<file path="config.mk">
export PLATFORM = sky130hd
export DESIGN_NAME = tcdc_ctrl
export DESIGN_NICKNAME = d
export VERILOG_FILES = /design/src/rtl/tcdc_pkg.sv /design/src/rtl/tcdc_ctrl.sv
export VERILOG_INCLUDE_DIRS = /design/src /design/src/rtl
export SDC_FILE = /design/constraint.sdc
export NUM_CORES = 1
export LEC_CHECK = 0
export BUFFER_PORTS_ARGS = -buffer_cell sky130_fd_sc_hd__buf_2
export CAP_MARGIN = 20
export CORE_AREA = 2 2 39 41
export CTS_CLUSTER_DIAMETER = 200
export DETAILED_ROUTE_END_ITERATION = 10
export DIE_AREA = 0 0 41 43
export PLACE_DENSITY = 0.44
export SETUP_SLACK_MARGIN = 0.1
export SYNTH_ARGS = -nofsm -noshare
export SYNTH_HDL_FRONTEND = slang
export SYNTH_SLANG_ARGS = --single-unit
</file>
<file path="constraint.sdc">
create_clock -name clk -period 1.3 [get_ports clk]
set_input_delay 0.39 -clock clk [delete_from_list [all_inputs] [get_ports clk]]
set_output_delay 0.39 -clock clk [all_outputs]
set_load 0.05 [all_outputs]
</file>
<file path="src/rtl/text_cell_depth_compositor_unit_defines.svh">
// ----------------------------------------------------------------------------
// text_cell_depth_compositor_unit_defines
// Assertion macros shared by the compositor RTL.
// ----------------------------------------------------------------------------
`ifndef TEXT_CELL_DEPTH_COMPOSITOR_UNIT_DEFINES_SVH
`define TEXT_CELL_DEPTH_COMPOSITOR_UNIT_DEFINES_SVH

// same-cycle implication
`define TCDC_ASSERT_SAME(label, clk, rst_n, ante, cons) \
  label: assert property (@(posedge clk) disable iff (!rst_n) (ante) |-> (cons)) \
    else $error("tcdc assertion failed");

// next-cycle implication
`define TCDC_ASSERT_NEXT(label, clk, rst_n, ante, cons) \
  label: assert property (@(posedge clk) disable iff (!rst_n) (ante) |=> (cons)) \
    else $error("tcdc assertion failed");

`endif

</file>
<file path="src/rtl/tcdc_pkg.sv">
// ----------------------------------------------------------------------------
// tcdc_pkg
// Shared types and constants of the character cell depth compositor.
// ----------------------------------------------------------------------------
package tcdc_pkg;

  localparam int DEF_MAX_COLUMNS = 256;
  localparam int DEF_MAX_ROWS    = 128;

  localparam logic [1:0] KIND_DRAW  = 2'd0;
  localparam logic [1:0] KIND_READ  = 2'd1;
  localparam logic [1:0] KIND_CLEAR = 2'd2;

  localparam logic CFG_WIDTH  = 1'b0;
  localparam logic CFG_HEIGHT = 1'b1;

  localparam logic [8:0] RST_SCREEN_WIDTH  = 9'd80;
  localparam logic [7:0] RST_SCREEN_HEIGHT = 8'd25;

  typedef struct packed {
    logic [31:0] prio;
    logic [15:0] color;
    logic [7:0]  glyph;
  } cell_t;

  localparam cell_t BLANK_CELL = '{prio: 32'hFFFF_FFFF, color: 16'h0000, glyph: 8'h20};

  typedef struct packed {
    logic load;
    logic calc;
    logic rd;
    logic finish;
    logic sweep;
  } cmd_t;

  typedef struct packed {
    logic is_clear;
    logic sweep_last;
    logic out_free;
  } sts_t;

endpackage

</file>
<file path="src/rtl/tcdc_ctrl.sv">
// ----------------------------------------------------------------------------
// tcdc_ctrl
// Sequencer: item accept, address, memory read, commit, and clear sweeps.
// ----------------------------------------------------------------------------
`include "text_cell_depth_compositor_unit_defines.svh"

module tcdc_ctrl (
  input  logic          clk,
  input  logic          rst_n,
  input  logic          in_tvalid,
  output logic          in_tready,
  input  tcdc_pkg::sts_t sts,
  output tcdc_pkg::cmd_t cmd
);
  import tcdc_pkg::*;

  localparam logic [2:0] S_INIT  = 3'd0;
  localparam logic [2:0] S_IDLE  = 3'd1;
  localparam logic [2:0] S_ADDR  = 3'd2;
  localparam logic [2:0] S_READ  = 3'd3;
  localparam logic [2:0] S_DONE  = 3'd4;
  localparam logic [2:0] S_CLEAR = 3'd5;

  logic [2:0] state_r, state_nxt;

  always_comb begin
    state_nxt  = state_r;
    cmd        = '0;
    in_tready  = 1'b0;
    unique case (state_r)
      S_INIT: begin
        cmd.sweep = 1'b1;
        if (sts.sweep_last) state_nxt = S_IDLE;
      end
      S_IDLE: begin
        in_tready = 1'b1;
        cmd.load  = in_tvalid;
        if (in_tvalid) state_nxt = S_ADDR;
      end
      S_ADDR: begin
        cmd.calc  = 1'b1;
        state_nxt = sts.is_clear ? S_CLEAR : S_READ;
      end
      S_READ: begin
        cmd.rd    = 1'b1;
        state_nxt = S_DONE;
      end
      S_DONE: begin
        cmd.finish = sts.out_free;
        if (sts.out_free) state_nxt = S_IDLE;
      end
      S_CLEAR: begin
        cmd.sweep = 1'b1;
        if (sts.sweep_last) state_nxt = S_DONE;
      end
      default: begin
        state_nxt = S_INIT;
      end
    endcase
  end

  always_ff @(posedge clk) begin
    if (!rst_n) begin
      state_r <= S_INIT;
    end else begin
      state_r <= state_nxt;
    end
  end

  `TCDC_ASSERT_SAME(a_no_accept_in_sweep, clk, rst_n, in_tready, !cmd.sweep)
  `TCDC_ASSERT_SAME(a_finish_needs_slot, clk, rst_n, cmd.finish, sts.out_free)
  `TCDC_ASSERT_NEXT(a_load_then_addr, clk, rst_n, cmd.load, state_r == S_ADDR)
  `TCDC_ASSERT_NEXT(a_init_end_ready, clk, rst_n, (state_r == S_INIT) && sts.sweep_last,
                    in_tready)

endmodule

</file>
==> impl_metrics.tcl <==
set metrics [dict create \
    outcome "finished, violations left" \
    violations "setup timing" \
    drt_iter0_drc 1 \
    grt_max_degree 6 \
    synth_top_cell_by_area "dfxtp_1" \
    grt_pass1_wl_um 1170 \
    tightest_slew_ns 0.228 \
    power_leakage_uw 0.000213 \
    synthToLayoutAreaGrowth_pct 106 \
    worstSkewPairLatency_ns 0.23 \
    max_stage_delay_ns 0.33 \
    vdd_drop_max_uv 361 \
    reg_top3 "state_r: 3 flops" \
    hold_class "input pin to register" \
    crit_fanout 4 \
    rsz0062_at_grt "yes" \
    reg2reg_depth 5 \
    fin_util_pct 35.2 \
    required_ns 0.91 \
    pre_cts_ws_ns -0.113 \
    wire_per_inst_um 9.73 \
    synthesis.area_um2 236 \
    syn-num-nets 34 \
    clock_sinks 3 \
    globalRouteOverflowTotal 0 \
    worst_slack_ns -0.246 \
    cp_num_buf_inv 2 \
    antenna_found_initial 0 \
    holdWs_ns 0.394 \
    drc 0 \
    drive_above_1_share_pct 70.0 \
    synth_seq_cells 3 \
    fp.dieW_um 41 \
    crit_slowest_cell "dfxtp_2" \
    root_buffer "clkbuf_4" \
    core_area_um2 1380 \
    groute.usage.overall_pct 10.2 \
    final_common_cell "buf_4" \
    place_congestion 0.738 \
    yosysSeqAreaShare_pct 25.4 \
    hold_viol 0 \
    finClkSkew_ns 0.000740 \
    dp.cells 61 \
    startpoint_type "register" \
    via_count 273 \
    htree_levels 1 \
    final_cells 66 \
    avgSynthCellArea_um2 8.45 \
    path_cells "buf_4 -> nor3_4 -> and2_4 -> buf_8" \
    grt_pass1_vias 293 \
    drt-pass1-iter-count 2 \
    cts_buffers 3 \
    r2r_setup_slack_ns 0.14 \
    cts_tree "built" \
    min_to "state_r[2]$_SDFFE_PN0P_" \
    hold_buffers 0 \
    fin_nets 57 \
    setup_viol 6 \
    max_cap_violations 0 \
    synth_cells 28 \
    slew_viol_final 0 \
    drtAntennaViolNets 0 \
    fin_area_um2 487 \
    largest_reg_flops 3 \
    hp-start "rst_n" \
    min_period_ns 1.55 \
    insertedDiodeCount 0 \
    wl_um 642 \
    fmax_mhz 647 \
    hold_depth 2 \
    port_buffers 11 \
    worstPathArrival_ns 1.16 \
    yosys_warnings 0 \
    cts_buffer_depth 2 \
    pin_count 12 \
    p_per_area_nw_per_um2 955 \
    yosysTopAreaCellShare_pct 25.4 \
    initial_core_util_pct 17.1 \
    dpl_cell_area_um2 382 \
    viasPerCell 4.14 \
    reg2reg_from "state_r[2]$_SDFFE_PN0P_" \
    clk_transition_reported_paths_ns 0.04 \
    rows 14 \
    synth.distinct_cells 21 \
    crit_path_end_kind "output port" \
    final_cell_mix "buf_4, buf_2, buf_6, clkbuf_4" \
    hpwl_um 525 \
    critical_path_class "register to output port" \
    yosys-top-cells-area "dfxtp_1, buf_6, nor2_1" \
    die_y_um 43 \
    die_area_um2 1760 \
    relSlewSlack_pct 84.7 \
    fillers 154 \
    fin_crit_sh_pct 119 \
    reg2reg_to "state_r[0]$_SDFFE_PN0P_" \
    top_register "state_r" \
    crit_family "flip-flops" \
]
-- power by group --
group	total, uW	internal, uW	switching (uW)
Clock	164	115	49.0
Sequential	113	98.8	14.1
Combinational	188	89.5	98.5
-- area by class of cell --
class	instances	area [um^2]	area share [%]
Multi-Input combinational cell	21	186	38.3
Tap cell	16	20.0	4.11
Timing Repair Buffer	21	179	36.8
Sequential cell	3	68.8	14.1
Inverter	1	6.26	1.29
Clock buffer	4	26.3	5.40
-- synthesized netlist by cell type --
| cell type | count |
|---|---|
| o22ai_1 | 1 |
| and3b_1 | 1 |
| xor2_1 | 1 |
| nor4_1 | 1 |
| o311a_1 | 1 |
| buf_6 | 2 |
| nand2b_4 | 1 |
| inv_1 | 1 |
| dfxtp_1 | 3 |
| a21oi_1 | 1 |
| nor3b_1 | 1 |
| nand3b_1 | 1 |
| nand2b_1 | 1 |
| a211oi_1 | 1 |
| nor3_1 | 1 |
| nor2b_1 | 1 |
| nor4bb_1 | 1 |
| and2_1 | 2 |
| nor2_1 | 4 |
| nor2_2 | 1 |
| buf_4 | 1 |
-- kinds of logic (layout without fill, tap and decap cells) --
family,count (synthesis),count (layout),share of synthesized area (%)
flops,3,3,25.4
xor+xnor,1,1,3.70
simple gates,16,16,44.4
buf+inv,4,26,14.3
compound gates,4,4,12.2
-- metal layers --
metal | GRT usage, % | share of wire [%] | vias up
met4 | 10.0 | 2.8 | 0
met1 | 14.4 | 46 | 119
met2 | 13.1 | 48 | 9
met5 | 0 | 0 | -
met3 | 0 | 2.8 | 2
li1 | - | - | 143
-- what timing repair did --
item / CTS / global route
endpoints found under the setup margin: 7 / 8
gates resized for setup: 20 / 3
pin swaps: 3 / 1
setup buffers: 1 / 0
-- worst register-to-register path: cells and delay by family, from the launching register on --
kind	cells	cell delay, ns
AOI/OAI and AO/OA	2	0.35
buffers and inverters	2	0.27
DFF	1	0.33
and+or+nand+nor	1	0.09
-- worst max-delay path by stage --
stage	from	end	slack (ns)	depth (start not counted)
floorplan	state_r[0]$_SDFFE_PN0P_	cmd[4]	-0.38	4
global placement	sts[0]	cmd[1]	-0.12	3
detailed placement	sts[0]	cmd[1]	-0.11	3
CTS	state_r[0]$_SDFFE_PN0P_	cmd[0]	-0.26	4
global route	state_r[2]$_SDFFE_PN0P_	cmd[4]	-0.29	4
finish	state_r[2]$_SDFFE_PN0P_	cmd[4]	-0.25	4
-- per-stage QoR --
step	total power [uW]	setup TNS, ns
after floorplan	225	-1.29
after global placement	268	-0.427
after detailed placement	268	-0.419
after CTS	471	-1.28
after global routing	491	-1.46
final	465	-1.18
Power figures use the tool's default switching activity.
